$ cat config.mk
export PLATFORM = sky130hd
export DESIGN_NAME = ring_allocator_with_fence_release
export DESIGN_NICKNAME = d
export VERILOG_FILES = /design/src/sv/rafr_pkg.sv /design/src/sv/ring_allocator_with_fence_release.sv /design/src/sv/rafr_ram.sv /design/src/sv/rafr_dp.sv /design/src/sv/rafr_ctrl.sv
export SDC_FILE = /design/constraint.sdc
export NUM_CORES = 1
export LEC_CHECK = 0
export BUFFER_PORTS_ARGS = -buffer_cell sky130_fd_sc_hd__buf_2
export CORE_MARGIN = 4
export CORE_UTILIZATION = 50
export DETAILED_ROUTE_END_ITERATION = 8
export PLACE_DENSITY_LB_ADDON = 0.08
export SYNTH_ARGS = -nofsm -noshare
export SYNTH_HDL_FRONTEND = slang
export SYNTH_SLANG_ARGS = --single-unit
$ cat constraint.sdc
create_clock -name i_clk -period 5.9 [get_ports i_clk]
set_input_delay 0 -clock i_clk [delete_from_list [all_inputs] [get_ports i_clk]]
set_output_delay 0 -clock i_clk [all_outputs]
set_load 0.02 [all_outputs]
$ cat src/sv/rafr_pkg.sv
// Shared types and codes for the ring allocator with fence release.
`default_nettype none
package rafr_pkg;

    localparam int CntW  = 17;
    localparam int SizeW = 16;
    localparam int PtW   = 32;
    localparam int LgW   = 5;
    localparam logic [LgW-1:0] LgMax = 5'd16;

    typedef enum logic [1:0] {
        CMD_ALLOC   = 2'd0,
        CMD_ENQ     = 2'd1,
        CMD_ADVANCE = 2'd2,
        CMD_NOP     = 2'd3
    } t_cmd;

    typedef enum logic [2:0] {
        ST_OK              = 3'd0,
        ST_NEEDS_PROGRESS  = 3'd1,
        ST_OVERFLOW        = 3'd2,
        ST_QUEUE_FULL      = 3'd3,
        ST_NOTHING_PENDING = 3'd4
    } t_status;

    // Commands from the controller to the datapath.
    typedef struct packed {
        logic    latch;
        logic    alloc_commit;
        logic    pop;
        logic    finish;
        logic    enq_write;
        logic    set_status;
        t_status status_code;
        logic    publish;
    } t_dp_cmd;

    // Status from the datapath to the controller.
    typedef struct packed {
        t_cmd command;
        logic alloc_ok;
        logic q_empty;
        logic q_full;
        logic pend_empty;
        logic fence_done;
        logic adv;
    } t_dp_stat;

endpackage
`default_nettype wire

$ cat src/sv/ring_allocator_with_fence_release.sv
// Top level of the ring allocator with fence release queue.
`default_nettype none
// Circular pool allocator with a fence-tagged release queue. One command is in
// work at a time; each command gives exactly one result beat. An allocate that
// fits, an enqueue with nothing pending, an allocate that overflows on an empty
// queue and the ignored command go straight from the start state to the result
// state. A command that walks the release queue retires entries until the walk
// empties the queue or stops at an entry whose fence is not yet complete; every
// entry costs one read of the queue memory and one fence compare. A result beat
// waiting on the output does not hold off the next command until that command
// is ready to deliver.
module ring_allocator_with_fence_release #(
    parameter int QUEUE_DEPTH = 16,
    parameter int FENCE_BITS  = 32
) (
    input  wire logic        i_clk,
    input  wire logic        i_rst_n,
    input  wire logic        i_cfg_we,
    input  wire logic [4:0]  i_cfg_data,
    input  wire logic        i_in_valid,
    output logic             o_in_stall,
    input  wire logic [1:0]  i_command,
    input  wire logic [15:0] i_size,
    input  wire logic [31:0] i_sync_point,
    input  wire logic [31:0] i_completed_point,
    output logic             o_out_valid,
    input  wire logic        i_out_stall,
    output logic [2:0]       o_status,
    output logic [15:0]      o_offset,
    output logic             o_advanced
);
    import rafr_pkg::*;

    t_dp_cmd  dp_cmd;
    t_dp_stat dp_stat;

    rafr_dp #(
        .QUEUE_DEPTH (QUEUE_DEPTH),
        .FENCE_BITS  (FENCE_BITS)
    ) u_dp (
        .i_clk             (i_clk),
        .i_rst_n           (i_rst_n),
        .i_cfg_we          (i_cfg_we),
        .i_cfg_data        (i_cfg_data),
        .i_command         (i_command),
        .i_size            (i_size),
        .i_sync_point      (i_sync_point),
        .i_completed_point (i_completed_point),
        .i_cmd             (dp_cmd),
        .o_stat            (dp_stat),
        .o_status          (o_status),
        .o_offset          (o_offset),
        .o_advanced        (o_advanced)
    );

    rafr_ctrl u_ctrl (
        .i_clk       (i_clk),
        .i_rst_n     (i_rst_n),
        .i_in_valid  (i_in_valid),
        .o_in_stall  (o_in_stall),
        .o_out_valid (o_out_valid),
        .i_out_stall (i_out_stall),
        .i_stat      (dp_stat),
        .o_cmd       (dp_cmd)
    );

    // A command in work holds off the next one.
    a_busy_after_accept: assert property (@(posedge i_clk) disable iff (!i_rst_n)
        (i_in_valid && !o_in_stall) |=> o_in_stall)
        else $error("input accepted while a command was still in work");

    // Retiring never happens on an overflow or an empty enqueue.
    a_adv_status: assert property (@(posedge i_clk) disable iff (!i_rst_n)
        (o_out_valid && o_advanced) |->
            (o_status != ST_OVERFLOW && o_status != ST_NOTHING_PENDING))
        else $error("retire reported with a status that excludes retiring");

    // Only a granted block carries an offset.
    a_offset_ok: assert property (@(posedge i_clk) disable iff (!i_rst_n)
        (o_out_valid && o_offset != '0) |-> (o_status == ST_OK))
        else $error("offset given without a successful allocate");

endmodule
`default_nettype wire

$ cat src/sv/rafr_ram.sv
// Generic single-write, single-read RAM with registered read data.
`default_nettype none
module rafr_ram #(
    parameter int WIDTH = 49,
    parameter int DEPTH = 16
) (
    input  wire logic                     i_clk,
    input  wire logic                     i_we,
    input  wire logic [$clog2(DEPTH)-1:0] i_waddr,
    input  wire logic [WIDTH-1:0]         i_wdata,
    input  wire logic [$clog2(DEPTH)-1:0] i_raddr,
    output logic      [WIDTH-1:0]         o_rdata
);

    logic [WIDTH-1:0] r_mem [DEPTH];

    always_ff @(posedge i_clk) begin
        if (i_we) begin
            r_mem[i_waddr] <= i_wdata;
        end
        o_rdata <= r_mem[i_raddr];
    end

endmodule
`default_nettype wire

$ cat src/sv/rafr_dp.sv
// Datapath: range counters, release queue storage, allocation check and result registers.
`default_nettype none
module rafr_dp #(
    parameter int QUEUE_DEPTH = 16,
    parameter int FENCE_BITS  = 32
) (
    input  wire logic                  i_clk,
    input  wire logic                  i_rst_n,
    input  wire logic                  i_cfg_we,
    input  wire logic [4:0]            i_cfg_data,
    input  wire logic [1:0]            i_command,
    input  wire logic [15:0]           i_size,
    input  wire logic [31:0]           i_sync_point,
    input  wire logic [31:0]           i_completed_point,
    input  wire rafr_pkg::t_dp_cmd     i_cmd,
    output rafr_pkg::t_dp_stat         o_stat,
    output logic [2:0]                 o_status,
    output logic [15:0]                o_offset,
    output logic                       o_advanced
);
    import rafr_pkg::*;

    localparam int IdxW = $clog2(QUEUE_DEPTH);
    localparam int EntW = FENCE_BITS + CntW;
    localparam logic [IdxW-1:0] IdxLast = IdxW'(QUEUE_DEPTH - 1);

    logic [LgW-1:0]        r_cfg_lg;
    logic [CntW-1:0]       r_head, r_tail, r_last_end;
    logic [IdxW-1:0]       r_rd_idx, r_wr_idx;
    t_cmd                  r_cmd;
    logic [SizeW-1:0]      r_size;
    logic [PtW-1:0]        r_sync, r_done;
    t_status               r_status, r_o_status;
    logic [SizeW-1:0]      r_offset, r_o_offset;
    logic                  r_adv, r_o_adv;

    logic [IdxW-1:0]       rd_next, wr_next;
    logic [EntW-1:0]       ram_rdata, ram_wdata;
    logic [FENCE_BITS-1:0] ent_fence, done_f, sync_f;
    logic [CntW-1:0]       ent_end;
    logic [LgW-1:0]        lg;
    logic [CntW-1:0]       pool, size_c, alloc_where, alloc_tail;
    logic                  alloc_ok;

    assign rd_next = (r_rd_idx == IdxLast) ? '0 : r_rd_idx + IdxW'(1);
    assign wr_next = (r_wr_idx == IdxLast) ? '0 : r_wr_idx + IdxW'(1);

    // Fences are compared on their low FENCE_BITS bits.
    assign done_f    = FENCE_BITS'(64'(r_done));
    assign sync_f    = FENCE_BITS'(64'(r_sync));
    assign ent_fence = ram_rdata[EntW-1:CntW];
    assign ent_end   = ram_rdata[CntW-1:0];
    assign ram_wdata = {sync_f, r_tail};

    rafr_ram #(
        .WIDTH (EntW),
        .DEPTH (QUEUE_DEPTH)
    ) u_queue (
        .i_clk   (i_clk),
        .i_we    (i_cmd.enq_write),
        .i_waddr (r_wr_idx),
        .i_wdata (ram_wdata),
        .i_raddr (r_rd_idx),
        .o_rdata (ram_rdata)
    );

    // Placement: at the tail, or at the front when the tail end lacks room.
    always_comb begin
        lg          = (r_cfg_lg > LgMax) ? LgMax : r_cfg_lg;
        pool        = CntW'(1) << lg;
        size_c      = {1'b0, r_size};
        alloc_ok    = 1'b0;
        alloc_where = r_tail;
        alloc_tail  = r_tail + size_c;
        if (r_tail < r_head) begin
            alloc_ok = (r_head - r_tail) > size_c;
        end else if ((r_tail <= pool) && ((pool - r_tail) >= size_c)) begin
            alloc_ok = 1'b1;
        end else if (r_head > size_c) begin
            alloc_ok    = 1'b1;
            alloc_where = '0;
            alloc_tail  = size_c;
        end
    end

    always_comb begin
        o_stat.command    = r_cmd;
        o_stat.alloc_ok   = alloc_ok;
        o_stat.q_empty    = (r_rd_idx == r_wr_idx);
        o_stat.q_full     = (wr_next == r_rd_idx);
        o_stat.pend_empty = (r_rd_idx == r_wr_idx) ? (r_head == r_tail)
                                                   : (r_last_end == r_tail);
        o_stat.fence_done = (ent_fence <= done_f);
        o_stat.adv        = r_adv;
    end

    always_ff @(posedge i_clk) begin
        if (!i_rst_n) begin
            r_cfg_lg <= LgMax;
            r_head   <= '0;
            r_tail   <= '0;
            r_rd_idx <= '0;
            r_wr_idx <= '0;
        end else begin
            if (i_cfg_we) begin
                r_cfg_lg <= i_cfg_data;
            end
            if (i_cmd.alloc_commit) begin
                r_tail <= alloc_tail;
            end
            if (i_cmd.pop) begin
                r_head   <= ent_end;
                r_rd_idx <= rd_next;
            end
            // An empty range goes back to the start of the pool.
            if (i_cmd.finish && (r_head == r_tail)) begin
                r_head <= '0;
                r_tail <= '0;
            end
            if (i_cmd.enq_write) begin
                r_wr_idx <= wr_next;
            end
        end
    end

    always_ff @(posedge i_clk) begin
        if (i_cmd.latch) begin
            r_cmd    <= t_cmd'(i_command);
            r_size   <= i_size;
            r_sync   <= i_sync_point;
            r_done   <= i_completed_point;
            r_status <= ST_OK;
            r_offset <= '0;
            r_adv    <= 1'b0;
        end
        if (i_cmd.alloc_commit) begin
            r_offset <= alloc_where[SizeW-1:0];
        end
        if (i_cmd.pop) begin
            r_adv <= 1'b1;
        end
        if (i_cmd.set_status) begin
            r_status <= i_cmd.status_code;
        end
        if (i_cmd.enq_write) begin
            r_last_end <= r_tail;
        end
        if (i_cmd.publish) begin
            r_o_status <= r_status;
            r_o_offset <= r_offset;
            r_o_adv    <= r_adv;
        end
    end

    assign o_status   = r_o_status;
    assign o_offset   = r_o_offset;
    assign o_advanced = r_o_adv;

endmodule
`default_nettype wire

$ cat src/sv/rafr_ctrl.sv
// Controller: sequences one command through allocation, queue retirement and result hand-off.
`default_nettype none
module rafr_ctrl (
    input  wire logic               i_clk,
    input  wire logic               i_rst_n,
    input  wire logic               i_in_valid,
    output logic                    o_in_stall,
    output logic                    o_out_valid,
    input  wire logic               i_out_stall,
    input  wire rafr_pkg::t_dp_stat i_stat,
    output rafr_pkg::t_dp_cmd       o_cmd
);
    import rafr_pkg::*;

    typedef enum logic [2:0] {
        S_IDLE,
        S_START,
        S_RD,
        S_CHK,
        S_FIN,
        S_POST,
        S_DONE
    } t_state;

    t_state r_state, n_state;
    logic   r_out_valid, n_out_valid;

    always_comb begin
        n_state     = r_state;
        n_out_valid = r_out_valid && i_out_stall;
        o_cmd       = '0;
        unique case (r_state)
            S_IDLE: begin
                if (i_in_valid) begin
                    o_cmd.latch = 1'b1;
                    n_state     = S_START;
                end
            end
            S_START: begin
                unique case (i_stat.command)
                    CMD_ALLOC: begin
                        if (i_stat.alloc_ok) begin
                            o_cmd.alloc_commit = 1'b1;
                            n_state            = S_DONE;
                        end else if (i_stat.q_empty) begin
                            o_cmd.set_status  = 1'b1;
                            o_cmd.status_code = ST_OVERFLOW;
                            n_state           = S_DONE;
                        end else begin
                            n_state = S_RD;
                        end
                    end
                    CMD_ENQ: begin
                        if (i_stat.pend_empty) begin
                            o_cmd.set_status  = 1'b1;
                            o_cmd.status_code = ST_NOTHING_PENDING;
                            n_state           = S_DONE;
                        end else begin
                            n_state = S_RD;
                        end
                    end
                    CMD_ADVANCE: n_state = S_RD;
                    CMD_NOP:     n_state = S_DONE;
                endcase
            end
            // The queue memory read issued here is checked in the next cycle.
            S_RD: begin
                n_state = i_stat.q_empty ? S_FIN : S_CHK;
            end
            S_CHK: begin
                if (i_stat.fence_done) begin
                    o_cmd.pop = 1'b1;
                    n_state   = S_RD;
                end else begin
                    n_state = S_FIN;
                end
            end
            S_FIN: begin
                o_cmd.finish = 1'b1;
                n_state      = S_POST;
            end
            S_POST: begin
                unique case (i_stat.command)
                    CMD_ALLOC: begin
                        if (i_stat.adv && i_stat.alloc_ok) begin
                            o_cmd.alloc_commit = 1'b1;
                        end else begin
                            o_cmd.set_status  = 1'b1;
                            o_cmd.status_code = ST_NEEDS_PROGRESS;
                        end
                    end
                    CMD_ENQ: begin
                        if (i_stat.q_full) begin
                            o_cmd.set_status  = 1'b1;
                            o_cmd.status_code = ST_QUEUE_FULL;
                        end else begin
                            o_cmd.enq_write = 1'b1;
                        end
                    end
                    CMD_ADVANCE, CMD_NOP: begin
                    end
                endcase
                n_state = S_DONE;
            end
            S_DONE: begin
                if (!r_out_valid || !i_out_stall) begin
                    o_cmd.publish = 1'b1;
                    n_out_valid   = 1'b1;
                    n_state       = S_IDLE;
                end
            end
            default: n_state = S_IDLE;
        endcase
    end

    always_ff @(posedge i_clk) begin
        if (!i_rst_n) begin
            r_state     <= S_IDLE;
            r_out_valid <= 1'b0;
        end else begin
            r_state     <= n_state;
            r_out_valid <= n_out_valid;
        end
    end

    assign o_in_stall  = (r_state != S_IDLE);
    assign o_out_valid = r_out_valid;

endmodule
`default_nettype wire

# After elaboration in Yosys (flattened, before gate mapping)
# Memories as Yosys holds them, arrays and structs flattened. A register that Yosys moved wholly into a read port is not among the register bits.
# Cells that the tools add are included.
[totals]
reg_bits = 190
latch_bits = 0
ramBits = 784
mem_bits_ro = 0
in_bits = 92
out_inout_bits = 22
word_cells = 117
mem_count = 1
[classes]
n_addsub = 5
multipliers = 0
div = 0
magnitude_cmp = 7
eq_ne = 17
n_shift = 1
n_mux = 53
bitwise = 1
n_reduce_logical = 14
[mem_list]
columns = ["memory", "words", "word_bits", "read_ports", "rd_clocked_by_memory_dff", "wr", "line_no", "rtl"]
rows = [
  ["u_dp.u_queue.r_mem", 16, 49, 1, 1, 1, "rafr_ram.sv:15", "logic [WIDTH-1:0] r_mem [DEPTH];"],
]
[ops]
columns = ["op", "count"]
rows = [
  ["16-bit two-way mux", 5],
  ["17-bit two-way mux", 3],
  ["17-bit == test", 2],
  ["17-bit by 16-bit greater-than comparator with 1-bit output", 2],
  ["17-bit subtractor", 2],
  ["32-bit less-or-equal comparator", 1],
  ["4-bit two-way mux", 7],
  ["3-bit two-way mux", 9],
  ["4-bit one-hot mux with 2 select lines", 3],
  ["1-bit two-way mux", 22],
  ["3-bit one-hot mux with 7 select lines", 1],
  ["17-bit by 16-bit adder with 17-bit output", 1],
  ["17-bit by 16-bit >= comparator with 1-bit output", 1],
  ["17-bit less-or-equal comparator", 1],
  ["17-bit < comparator", 1],
  ["1-bit by 5-bit << shifter with 17-bit output, first input constant", 1],
  ["3-bit one-hot mux with 4 select lines", 1],
  ["3-bit == test, second input constant", 3],
  ["4-bit by 1-bit adder with 4-bit output, second input constant", 2],
  ["4-bit == test", 2],
  ["4-bit == test, second input constant", 2],
  ["3-bit by 2-bit == test with 1-bit output, second input constant", 2],
  ["5-bit greater-than comparator, second input constant", 1],
  ["5-bit two-way mux", 1],
  ["other kinds (16)", 22],
]

# Logic depth before layout (Yosys ltp)
# Gate-level depths: netlist of run 1.
[logic_depth]
depth_word = 13
depth_mapped = 23
depth_no_buf = 21

# Modules after synthesis
# A second synthesis of run 1 with hierarchy kept.
[unflattened]
hier_cells = 2305
hier_area_um2 = 41607.4
[modules_own_cells]
columns = ["module", "n_inst", "cells_each", "area_each_um2", "seq_area_each_um2"]
rows = [
  ["rafr_ram", 1, 1268, 30337.8, 24523.5],
  ["rafr_dp", 1, 982, 10851.7, 5104.9],
  ["rafr_ctrl", 1, 55, 417.9, 80.1],
]

# Worst setup path after synthesis of run 1
# Ideal clock, no wire load.
[synth_path]
kind = "register to register"
start = "register u_dp.r_wr_idx[2]"
end = "memory u_dp.u_queue.r_mem[3][0] (enable)"
setup_ns = 0.516
t_arrival_ns = 5.520
required_time_ns = 5.384
setup_slack_ns = -0.135
path_stages_with_launch = 10
path_buffers = 1
period_less_slack_ns = 6.035
path_cell_list = "dfxtp_1 clkbuf_1 nand2_1 o21ai_0 nand2_1 o21ai_0 nor4_1 nor2_2 nand2_1 nor3_1"
[synth_lines]
columns = ["element", "line_no", "rtl"]
rows = [
  ["from (decl)", "rafr_dp.sv:29", "logic [IdxW-1:0] r_rd_idx, r_wr_idx;"],
  ["from (signal assigned)", "rafr_dp.sv:121", "r_wr_idx <= wr_next;"],
  ["to (decl)", "rafr_ram.sv:15", ""],
]

# Worst setup path in the final report of run 1
[layout_path]
start = "register u_dp.r_cfg_lg[4]"
end = "register u_dp.r_status[1] (enable)"
[layout_via]
elab_chain_len = 13
word_cells_on_any_way = 16
classes_between = "add/sub: 1; order compare: 3; shift: 1; mux: 8; reduce/logical: 3"
[layout_rtl]
columns = ["element", "line_no", "rtl"]
rows = [
  ["from (decl)", "rafr_dp.sv:27", "logic [LgW-1:0] r_cfg_lg;"],
  ["from (signal assigned)", "rafr_dp.sv:99", "r_cfg_lg <= LgMax;"],
  ["from (signal assigned)", "rafr_dp.sv:106", "r_cfg_lg <= i_cfg_data;"],
  ["5-bit greater-than comparator", "rafr_dp.sv:69", "lg = (r_cfg_lg > LgMax) ? LgMax : r_cfg_lg;"],
  ["5-bit two-way mux *", "rafr_dp.sv:69", ""],
  ["1-bit by 5-bit << shifter with 17-bit output *", "rafr_dp.sv:70", "pool = CntW'(1) << lg;"],
  ["17-bit subtractor", "rafr_dp.sv:77", "end else if ((r_tail <= pool) && ((pool - r_tail) >= size_c)) begin"],
  ["17-bit by 16-bit >= comparator with 1-bit output", "rafr_dp.sv:77", ""],
  ["1-bit logical AND *", "rafr_dp.sv:77", ""],
  ["1-bit two-way mux *", "rafr_dp.sv:77", ""],
  ["1-bit two-way mux *", "rafr_dp.sv:75", "if (r_tail < r_head) begin"],
  ["1-bit logical AND", "rafr_ctrl.sv:85", "if (i_stat.adv && i_stat.alloc_ok) begin"],
  ["4-bit two-way mux", "rafr_ctrl.sv:85", ""],
  ["4-bit one-hot mux with 2 select lines", "rafr_ctrl.sv:83", "unique case (i_stat.command)"],
  ["4-bit one-hot mux with 2 select lines *", "rafr_ctrl.sv:32", "unique case (r_state)"],
  ["2-bit nonzero test (no line) *", "-", ""],
  ["to (signal assigned)", "rafr_dp.sv:143", "r_status <= i_cmd.status_code;"],
  ["to (decl)", "rafr_dp.sv:33", "t_status r_status, r_o_status;"],
]
# Mark *: on every way between the ends. The rest lies on a longest branch, timed or not.
# A chain may end at the register's enable or synchronous reset.

==> results.txt, run 1 <==
- The run finished with clean final reports.
- The H-tree was split into 3 levels.
* Most numerous cell on the critical path: sky130_fd_sc_hd__a21oi_1
- In this run, synthesis produced a sequential element count of ~1,000.
* Synthesized netlist net count: between 2,000 and 2,500
- Post-route design area: 48,500 sq um
* Number of primary I/O pins: approximately 110
- Clock skew on the completed layout was measured at roughly 24 ps.
* Total power divided by cell area: 348 nW/um^2
* Die Ht: around 300 um
- Cell chain of the critical path: or3b_2, nor3_1, ha_1, nor2b_1, o31ai_1, a21oi_1, o211ai_1, nand2_1, a21o_1, a21oi_1, xnor2_1, ha_1, nand3_1, nor3_1, a2bb2oi_1, a31oi_1, o221ai_2, a31oi_2, a21oi_1, or4_1
- In this run the power spent charging and discharging nets is around 4.2 mW.
- Slew at the pin closest to its max-slew limit: approximately 1100 ps
- The number of global-route vias before repair was 22,200.
- In this run the static leakage power is about 17 nW.
* Fraction of final layout cells sized beyond drive strength 1: 0.237
- Post-Synthesis Cell Area: between 40,000 and 50,000 sq um
- CTS placed an instance of sky130_fd_sc_hd__clkbuf_16 at the clock tree root.
* Ant. Diodes: 0
* Max-slew headroom: 0.259
* Combined global-route utilization of all metal layers: 0.219
- Relative to the synthesized area, the layout overhead comes to 15.9%.
* Top delay family on crit path: compound AO/OA/AOI/OAI gates
- Commonest register cell after synthesis: sky130_fd_sc_hd__edfxtp_1
* Number of search-and-repair iterations in the first detailed-routing pass: 5
- STA classifies the critical path startpoint as a register.
- The floorplan step defined a die boundary enclosing between 80,000 and 90,000 sq um.
* Vias post-DR: between 20,000 and 25,000
* Fraction of the yosys area taken by sequential cells: 0.710
- For this run, the slowest stage of the critical path takes 550 ps.
- Final design utilization: 0.588
* Crit share post-route: 0.897
- Fraction of power spent switching nets: 0.248
* Post-CTS setup buffer count: 0
* Pint: about 13 mW
* Worst endpoint data arrival time: about 5700 ps
* Count of port buffers added during placement: 113
- For this block, the initial DRC count from the detailed router was 1,720.
- The worst path needs about 5300 ps of the cycle, external delays included.
- The initial utilization of the core area, before any placement, comes to 0.507.
* Floorplan Core Area: approximately 83,000 sq um
- Setup repair after global routing left no endpoint under its margin.
- TritonCTS clock tree: built
- Overall routed net length: 96,800 um
- Crit path buf inv count: 0
* Number of inserted filler cells in the final layout: 6,134
- Synth warnings: 0
- Net count of the finished layout: roughly 2,800
- Die W: between 200 and 300 um
- Post-Synthesis Mean Instance Area: approximately 19 sq um
- Total clock buffers created by CTS: 104
- Synthesis produced a netlist whose cell count is roughly 2,200.
- Largest net degree at the start of global routing: 61
- Routability-driven placement congestion ratio: roughly 0.9
- Commonest cells after routing, fill and taps aside: sky130_fd_sc_hd__edfxtp_1 (922), sky130_fd_sc_hd__mux4_2 (245), sky130_fd_sc_hd__ha_1 (135)
- The first global-routing pass estimated between 100,000 and 150,000 um of wire.
- The critical path is of the register to register type.
- Overall power of the completed layout: between 15 and 20 mW
- Type of the tightest min-delay check: input port to register
* Antenna violations before repair: 0
- The total overflow left after global routing is 0.
- Clock latency on the worst-skew pair, taken at its later pin, is approximately 680 ps.
- Across the VDD grid, the largest voltage drop is 0.000236 V.
- Number of max-slew violations in the final report: 0
* Sequential power share: 0.494
* Total DRC errors in the routed layout: 0
- The placed instances occupy a cell area of between 40,000 and 50,000 sq um.
- The floorplan has ~110 rows.
- The share of total power dissipated in the clock network is 0.377.
* Avg WL per Cell: between 20 and 30 um
- Most common cell after layout, fill and taps aside: sky130_fd_sc_hd__edfxtp_1
- For the worst setup path, the data required time is around 6300 ps.
- In the routed layout, each cell is associated on average with a via count of between 5 and 6.
- CTS saw slightly above 1,000 sinks.
* Reg area: just under 30,000 sq um
* Slack of the critical path: approximately 610 ps
* Area used by multi-input combinational logic: roughly 12,000 sq um
- The number of hold violations in the final report was 0.
- Number of synthesized flops with an enable pin: around 900
- Synth unique cells: slightly above 70
- Clock-pin slew on the worst setup and hold paths: approximately 60 ps
- CTS Buffer Depth: 3
- Relative contribution of combinational cells to total power: 0.128
- Timing analysis after detailed placement gives a worst setup slack of 678 ps.
* Post-route ant nets: 0
- Setup violations remaining at the end of the flow were counted as 0.
- Across the run, the number of max-cap violations was 0.
- For this design, the slowest cell found on the critical path is sky130_fd_sc_hd__or4_1.
- Achievable frequency: around 0.19 GHz
- The HPWL after detailed placement is between 50,000 and 60,000 um.
- Worst setup EP type: register
- Peak fanout along the critical path: 6
- After synthesis, the share of flip-flops with an asynchronous set or reset is 0.
==> state kept, by name (all words and copies together) (netlist names), 2 cells and up <==
name	cells
u_ctrl.r_state	3
u_dp.done_f	32
u_dp.o_offset	16
u_dp.o_status	3
u_dp.r_cfg_lg	5
u_dp.r_cmd	2
u_dp.r_head	17
u_dp.r_last_end	17
u_dp.r_offset	16
u_dp.r_rd_idx	4
u_dp.r_size	16
u_dp.r_status	3
u_dp.r_sync	32
u_dp.r_tail	17
u_dp.r_wr_idx	4
u_dp.u_queue.o_rdata	49
u_dp.u_queue.r_mem	784
==> Yosys cell counts, types with 21 or more instances <==
master                     instances  area [sq um]
sky130_fd_sc_hd__buf_1            30           113
sky130_fd_sc_hd__a21oi_1          85           425
sky130_fd_sc_hd__dfxtp_1         101          2020
sky130_fd_sc_hd__nor2b_1          21           131
sky130_fd_sc_hd__and3_1           30           188
sky130_fd_sc_hd__nor2_1           88           330
sky130_fd_sc_hd__mux2i_1          39           390
sky130_fd_sc_hd__nand4_1          21           131
sky130_fd_sc_hd__inv_1            86           323
sky130_fd_sc_hd__mux4_2          245          5520
sky130_fd_sc_hd__nand2_1          52           195
sky130_fd_sc_hd__xnor2_1          50           438
sky130_fd_sc_hd__a21o_1           34           255
sky130_fd_sc_hd__clkbuf_1         40           150
sky130_fd_sc_hd__edfxtp_1        922         27700
sky130_fd_sc_hd__nor3_1           22           110
sky130_fd_sc_hd__ha_1            135          1690
sky130_fd_sc_hd__o21ai_0          28           140
sky130_fd_sc_hd__nand3_1          24           120
==> stage by stage <==
step                      std cells  hold slack (ps)  TNS [ps]
final                          3698             33.0         0
after global routing           3698             6.75         0
after CTS                      3698            0.377         0
after detailed placement       3383              178         0
after global placement         3383              176         0
after floorplan                2226             98.9    -14590
==> metal layers <==
metal	up-vias	wire length, um	global-route usage
met4	0	3090	0.0710
met5	-	0	0
met1	11200	40400	0.295
li1	9614	-	-
met2	596	48700	0.374
met3	165	4540	0.0301
==> power by group through the flow <==
stage | Clock [mW] | Combinational, mW | Sequential (mW)
floorplan | 0 | 1.51 | 8.45
CTS | 6.50 | 2.16 | 8.33
finish | 6.36 | 2.16 | 8.33
global route | 6.79 | 2.40 | 8.35
detailed placement | 0 | 2.08 | 8.48
global placement | 0 | 2.05 | 8.47
==> repair_timing <==
| item | in CTS | in global routing |
|---|---|---|
| hold buffers | 121 | 0 |
| endpoints found under the setup margin | 0 | 0 |
| resized for setup | 0 | 0 |
| hold endpoints to repair | 119 | 0 |
==> final timing paths <==
check / from / end / slack (ps) / cells past startpoint
max reg2reg: u_dp.r_cfg_lg[4] / u_dp.r_status[1] / 610 / 20
max: u_dp.r_cfg_lg[4] / u_dp.r_status[1] / 610 / 20
min reg2reg: u_dp.r_status[1] / u_dp.o_status[1] / 420 / 0
min: i_completed_point[30] / u_dp.done_f[30] / 30 / 2
==> final cells by class <==
type,instances,area share
Sequential cell,1023,0.613
Multi-Input combinational cell,1036,0.239
Clock buffer,135,0.0576
Timing Repair Buffer,289,0.0452
Tap cell,1070,0.0276
Clock inverter,59,0.0113
Inverter,86,0.00666
==> cell families (layout without fill, tap and decap cells) <==
group                      after synthesis  after routing  share of synthesized area
AOI/OAI and AO/OA                      238            238                     0.0388
xor gates and xnor gates                66             66                     0.0138
adders and majority gates              138            138                     0.0418
buffers and inverters                  167            569                     0.0165
DFF                                   1023           1023                      0.710
muxes                                  285            285                      0.142
and+or+nand+nor                        309            309                     0.0371
(Power assumes the default switching activity.)
==> inputs of run 2 (changes only) <==
SLEW_MARGIN = 20   (was unset)
clock period = 5.07 ns   (was 5.9 ns; I/O delays follow)
==> run 2 against run 1 <==
  * Utilization up 1.2 points
  * Combinational power is 27% higher
  * Global-route usage rose by 0.45 points
  * Setup slack worse by 300 ps
  * Flip-flop and latch count did not move
  * First-iteration DRC count decreased by 7.3%
  * Non-clock buffer count is 42 higher
==> results.txt, run 2 (same netlist as run 1, synthesis figures left out) <==
- The placed instance count came to 3,399 (+0.47%).
* Max FFs per register: 784 (unchanged)
- Die Ht: 297 um (unchanged)
- Total DRC errors in the routed layout: 0 (unchanged)
- The met2 wire length is 50,500 um (+3.6%).
* Worst endpoint data arrival time: 5160 ps (-520 ps)
* Count of port buffers added during placement: 113 (unchanged)
- The tree is rooted in a sky130_fd_sc_hd__clkbuf_16.
* Vias in the first global route: 22,800 (+2.9%)
- The post-route cell area was 49,500 sq um (+2.1%).
- CP required: 5470 ps (-820 ps)
- Vias post-DR: 21,900 (+1.5%)
- Total gr overflow: 0 (unchanged)
- Starting Density: 0.507 (unchanged)
* Post-DR vias/cell: 5.84 (+0.15%)
- Combined global-route utilization of all metal layers: 0.224 (+0.00445)
- Std-Cell Rows: 105 (unchanged)
* Setup WS pre-CTS: -165 ps (-844 ps)
* Largest net degree at the start of global routing: 102 (+67%)
* Post-placement cell area: 44,200 sq um (+0.72%)
* Total Die Area: 88,300 sq um (unchanged)
- Ant. Diodes: 0 (unchanged)
* Routability-driven placement congestion ratio: 0.876 (-1.6%)
* Critical Path Start Type: register
- The highest achievable clock rate is 0.210 GHz (+11%).
* First-pass GRT wire length: 147,000 um (+2.2%)
- The detailed placement HPWL was 56,800 um (+6.6%).
- Endpoints failing setup: 0 (unchanged)
- CTS Buffer Depth: 3 (unchanged)
* Run status: complete, no violations
- Total Neg Setup Slack: 0 ps (unchanged)
- In the layout the commonest cells are sky130_fd_sc_hd__edfxtp_1 (922), sky130_fd_sc_hd__mux4_2 (245), sky130_fd_sc_hd__dlygate4sd3_1 (144).
* Type of the tightest min-delay check: input port to register
* Number of max-slew violations in the final report: 0 (unchanged)
- Wl on met1: 41,000 um (+1.3%)
* Worst reg2reg setup slack: 300 ps (-300 ps)
- The share of post-route cells with drive strength above 1 was 0.248 (+0.0107).
* Unrepaired setup endpoints after global routing: no
- The ratio of final minimum period to clock period was 0.940 (+0.0430).
* Worst-case hold slack: 41.0 ps (+7.95 ps)
* Final min period: 4770 ps (-527 ps)
- The number of non-filler instances in the completed layout came to 3,746 (+1.3%).
- Avg WL per Cell: 26.3 um (+0.56%)
- The transition time at the pin with the least slew margin is 1040 ps (-68.9 ps).
- Clock-pin slew on the worst setup and hold paths: 60 ps (about the same)
* Number of cell instances on the worst register-to-register path: 20 (unchanged)
* Die W: 297 um (unchanged)
* Most common cell after layout, fill and taps aside: sky130_fd_sc_hd__edfxtp_1
* Register name with the most flops: u_dp.u_queue.r_mem
- The number of ports placed on the die boundary was 114 (unchanged).
* Antenna violations before repair: 0 (unchanged)
- The total clock sinks was 1,023 (unchanged).
- The number of max-cap violations is 0 (unchanged).
* Slack of the critical path: 303 ps (-303 ps)
- Clock Skews: 31.8 ps (+7.99 ps)
- The antenna violation net count after detailed routing came to 0 (unchanged).
- Number of search-and-repair iterations in the first detailed-routing pass: 5 (unchanged)
- The clock latency reported for the late side of the worst-skew pair was 680 ps (about the same).
- Max-slew headroom: 0.304 (+0.0443)
- H-tree depth reported by CTS: 3 (unchanged)
- The number of DRC markers in iteration 0 was 1,594 (-7.3%).
- Class of the most critical setup path: register to register
- Total power divided by cell area: 413 nW/um^2 (+19%)
- Worst voltage drop across the vdd grid: 0.000286 V (+21%)
* Worst setup EP type: register
* Instance count along the most critical hold path: 2 (unchanged)
- Net count of the finished layout: 2,813 (+1.6%)
- The number of hold violations in the final report came to 0 (unchanged).
* Floorplan Core Area: 82,500 sq um (unchanged)
* Highest routed metal layer: met4
- Registers with the most flip-flops: u_dp.u_queue.r_mem (784), u_dp.u_queue.o_rdata (49)
- Synth-to-Final Area Change: 18.4%
- The met3 wirelength from detailed routing was 4430 um (-2.5%).
- The leakage power of the design came to 16.9 nW (+2.5%).
- Peak fanout along the critical path: 5 (-1)
* Total clock buffers created by CTS: 105 (+0.96%)
- The routed wire length was 98,600 um (+1.9%).
* TritonCTS clock tree: built
run 2: cell types whose count changed in the layout (fill, tap and decap cells not counted), sizes merged:
cell	change
inv	-3
clkinv	-5
bufinv	+8
clkinvlp	-2
dlygate4sd3	+23
clkbuf	+8
buf	+19
run 2: final cells by class:
cell class              count  area [sq um]
fillers                  6000         33000
flip-flops and latches   1023         29700
multi-input cells        1036         11700
clock buffers             143          2950
repair buffers            331          2760
well taps                1070          1340
clock inverters            57           721
inverters                  86           323
run 2: repair_timing:
item | in CTS | in global routing
setup buffers | 1 | 1
hold buffers | 144 | 0
pin swaps | 2 | 9
endpoints found under the hold margin | 119 | 0
setup endpoints to repair | 51 | 54
resized for setup | 3 | 18
run 2: worst max-delay path, stage by stage (launching register included):
cell	delay (ps)
sky130_fd_sc_hd__dfxtp_1	350
sky130_fd_sc_hd__or3b_4	390
sky130_fd_sc_hd__buf_4	150
sky130_fd_sc_hd__nor2_1	110
sky130_fd_sc_hd__ha_1	260
sky130_fd_sc_hd__and3_2	250
sky130_fd_sc_hd__a221oi_4	350
sky130_fd_sc_hd__o21ai_4	110
sky130_fd_sc_hd__a21o_1	190
sky130_fd_sc_hd__a21o_1	170
sky130_fd_sc_hd__a21oi_1	170
sky130_fd_sc_hd__xnor2_1	90
sky130_fd_sc_hd__ha_1	310
sky130_fd_sc_hd__nand3_2	110
sky130_fd_sc_hd__nor3_2	140
sky130_fd_sc_hd__a2bb2oi_2	100
sky130_fd_sc_hd__a31oi_2	200
sky130_fd_sc_hd__o221ai_4	170
sky130_fd_sc_hd__a31oi_4	240
sky130_fd_sc_hd__a21oi_1	120
sky130_fd_sc_hd__or4_4	510
run 2: path summary, 6_finish.rpt:
path	to	startpoint
max	u_dp.r_status[0]	u_dp.r_cfg_lg[0]
min	u_dp.done_f[23]	i_completed_point[23]
max reg2reg	u_dp.r_status[0]	u_dp.r_cfg_lg[0]
min reg2reg	u_dp.o_offset[7]	u_dp.r_offset[7]
run 2: stage by stage:
stage	utilization	power (mW)
after floorplan	-	11.6
after global placement	0.536	12.3
after detailed placement	0.536	12.4
after CTS	0.598	20.5
after global routing	0.600	21.3
final	0.600	20.5
run 2: layer usage:
layer | GRT usage | vias up
li1 | - | 9714
met1 | 0.298 | 11400
met2 | 0.386 | 608
met3 | 0.0351 | 148
met4 | 0.0627 | 0
met5 | 0 | -
run 2: power by group:
group | internal (mW) | leakage (nW) | switching, mW
clock network | 4.80 | 1.78 | 3.21
registers | 9.50 | 9.29 | 0.200
logic | 1.20 | 5.87 | 1.55
total | 15.5 | 16.9 | 4.96
==> inputs of run 3 (changes only) <==
CORE_ASPECT_RATIO = 2   (was unset)
==> run 3 against run 2 <==
  * Sequential power is essentially flat
  * Utilization shrank 0.79 points
  * Critical path depth grew 1
  * Combinational power grew 7%
  * Fmax shrank 3.3%
  * Register-to-register slack lost 160 ps
  * Wire length grew 4.8%
  * Power shrank 4.6%
  * Largest power group unchanged
==> results.txt, run 3 (same netlist as run 1, synthesis figures left out) <==
- The area of the placeable core came to 82,800 sq um (+0.33%).
- The transition time at the pin with the least slew margin is 1060 ps (+22.6 ps).
- Clk Latency, worst-skew pair: 670 ps (about the same)
- Starting Density: 0.505 (-0.00166)
- The smallest hold slack came to 44.9 ps (+3.94 ps).
- Std-Cell Rows: 149 (+42%)
* Crit share post-route: 0.972 (+0.0319)
- Routability-driven placement congestion ratio: 0.905 (+3.3%)
- The time the final worst path needs with I/O delays and setup was 4930 ps (+162 ps).
* Largest net degree at the start of global routing: 119 (+17%)
- Clock Skews: 15.4 ps (-16.4 ps)
- Part of the power in the clock network: 0.354 (-0.038)
* Reported leakage power: 16.7 nW (-1.3%)
- Commonest cells after routing, fill and taps aside: sky130_fd_sc_hd__edfxtp_1 (922), sky130_fd_sc_hd__mux4_2 (245), sky130_fd_sc_hd__dlygate4sd3_1 (145)
* Class of the most critical setup path: register to register
* Fraction of final layout cells sized beyond drive strength 1: 0.247 (-0.000478)
* Total clock buffers created by CTS: 89 (-15%)
- Count of port buffers added during placement: 113 (unchanged)
* Synth-to-Final Area Change: 17.2%
* Setup WS pre-CTS: -304 ps (-139 ps)
- Initial DRC count: 1,443 (-9.5%)
- The switching part of the total power came to 0.254 (+0.0115).
- The net switching power is 4.96 mW (about the same).
- The final-report setup violation count came to 0 (unchanged).
- Area used by multi-input combinational logic: 11,700 sq um (about the same)
- The routed wire length is 103,000 um (+4.8%).
* Relative contribution of combinational cells to total power: 0.150 (+0.016)
- The per-cell routed wire length is 27.7 um (+5.4%).
- The least setup slack across all paths after layout came to 142 ps (-162 ps).
- The clock input transition at the sequential cells of the worst setup and hold paths was 70 ps (about the same).
- The total clock sinks is 1,023 (unchanged).
- TritonCTS built the clock tree.
* Combined global-route utilization of all metal layers: 0.236 (+0.0123)
- Run status: complete, no violations
- The path class of the tightest hold or removal check is input port to register.
- The detailed-routing iteration count for the pre-antenna-repair pass came to 5 (unchanged).
* Number of inserted filler cells in the final layout: 6,167 (+2.8%)
* Antenna violations before repair: 1 (+1)
- Peak fanout along the critical path: 21 (+16)
- Number of max-slew violations in the final report: 0 (unchanged)
* Total Die Area: 88,600 sq um (+0.32%)
- HPWL after detailed placement: 61,200 um (+7.9%)
- The post-place instance area was 44,500 sq um (+0.51%).
- Worst setup EP type: register
- The highest achievable clock rate is 0.203 GHz (-3.3%).
* Die W: 213 um (-29%)
- H-tree depth reported by CTS: 3 (unchanged)
* Critical Path Start Type: register
- Clock tree synthesis selected as its root buffer the cell sky130_fd_sc_hd__clkbuf_16.
- Max-slew headroom: 0.290 (-0.0134)
- Registers with the most flip-flops: u_dp.u_queue.r_mem (784), u_dp.u_queue.o_rdata (49)
- The number of global-route vias before repair was 23,600 (+3.5%).
* Reg area: 29,700 sq um (about the same)
- The data arrival at the endpoint of the critical path is 5340 ps (+180 ps).
- Post-route ant nets: 0 (unchanged)
- The maximum clock path buffer count was 3 (unchanged).
* Total DRC errors in the routed layout: 0 (unchanged)
- Die Ht: 417 um (+40%)
* Overall power of the completed layout: 19.5 mW (-4.6%)
- Max FFs per register: 784 (unchanged)
- The aggregate global routing overflow is 0 (unchanged).
- The number of ports placed on the die boundary was 114 (unchanged).
- Post-DR vias/cell: 5.89 (+0.88%)
* Most common cell after layout, fill and taps aside: sky130_fd_sc_hd__edfxtp_1
- The post-route cell area was 49,000 sq um (-1.0%).
* Net count of the finished layout: 2,821 (+0.28%)
* Number of max-capacitance violations reported: 0 (unchanged)
- Vias post-DR: 21,900 (+0.26%)
* Final hold violation count: 0 (unchanged)
- CP required: 5480 ps (about the same)
- Sequential power share: 0.496 (+0.022)
- Total power divided by cell area: 398 nW/um^2 (-3.6%)
* Pint: 14.6 mW (-6.0%)
- The wire length of the first global-routing pass is 153,000 um (+3.8%).
- The register with the most flip-flops in the final layout is u_dp.u_queue.r_mem.
- The worst IR drop on VDD is 0.000427 V (+50%).
run 3: metrics by stage:
| stage | setup TNS (ps) | utilization | cells |
|---|---|---|---|
| 2_1_floorplan | -136600 | - | 2226 |
| 3_3_place_gp | -4200 | 0.537 | 3409 |
| 3_5_place_dp | -9400 | 0.537 | 3409 |
| 4_1_cts | 0 | 0.591 | 3719 |
| 5_1_grt | -1680 | 0.592 | 3722 |
| 6_report | 0 | 0.592 | 3723 |
run 3: power groups by stage:
| stage | Sequential [mW] | Combinational (mW) | Clock [mW] |
|---|---|---|---|
| after floorplan | 9.83 | 1.76 | 0 |
| after global placement | 9.85 | 2.66 | 0 |
| after detailed placement | 9.87 | 2.73 | 0 |
| after CTS | 9.68 | 2.85 | 7.09 |
| after global routing | 9.71 | 3.18 | 7.40 |
| final | 9.69 | 2.94 | 6.90 |
run 3: area by class of cell:
type	instances	area share
Sequential cell	1023	0.607
Multi-Input combinational cell	1036	0.238
Timing Repair Buffer	355	0.0615
Clock buffer	122	0.0502
Tap cell	1057	0.0270
Clock inverter	43	0.00991
Inverter	86	0.00659
Antenna cell	1	0.0000511
run 3: final timing paths:
| check | startpoint | endpoint | slack [ps] | cells past startpoint |
|---|---|---|---|---|
| max | u_dp.r_cfg_lg[0] | u_dp.r_offset[11] | 140 | 21 |
| min | i_completed_point[26] | u_dp.done_f[26] | 40 | 2 |
| max reg2reg | u_dp.r_cfg_lg[0] | u_dp.r_offset[11] | 140 | 21 |
| min reg2reg | u_dp.r_offset[7] | u_dp.o_offset[7] | 420 | 0 |
run 3: layer usage:
metal | vias to the layer above | GRT usage | share of wire
li1 | 9695 | - | -
met1 | 11500 | 0.280 | 0.37
met2 | 591 | 0.429 | 0.55
met3 | 196 | 0.0271 | 0.038
met4 | 0 | 0.107 | 0.048
met5 | - | 0 | 0
run 3: repair_timing:
action | CTS | global route
pin swaps | 2 | 11
gates resized for setup | 6 | 18
hold buffers | 145 | 0
endpoints found under the hold margin | 136 | 0
buffers inserted | 0 | 3
setup endpoints to repair | 53 | 53
run 3: critical path, cell delays in order, from the launching register on:
cell                        delay (ps)
sky130_fd_sc_hd__dfxtp_2           340
sky130_fd_sc_hd__or3b_4            400
sky130_fd_sc_hd__nor3_4            240
sky130_fd_sc_hd__ha_4              240
sky130_fd_sc_hd__nor2b_1           150
sky130_fd_sc_hd__o31ai_2           360
sky130_fd_sc_hd__a21oi_2           160
sky130_fd_sc_hd__o21a_1            240
sky130_fd_sc_hd__a21oi_1           190
sky130_fd_sc_hd__xnor2_1            90
sky130_fd_sc_hd__ha_1              330
sky130_fd_sc_hd__a21oi_1           180
sky130_fd_sc_hd__nand2_1           110
sky130_fd_sc_hd__a211oi_2          290
sky130_fd_sc_hd__a2bb2oi_2         180
sky130_fd_sc_hd__a31oi_1           110
sky130_fd_sc_hd__o221ai_2          200
sky130_fd_sc_hd__a31oi_2           120
sky130_fd_sc_hd__buf_4             170
sky130_fd_sc_hd__and2_1            200
sky130_fd_sc_hd__buf_6             180
sky130_fd_sc_hd__and3_1            180
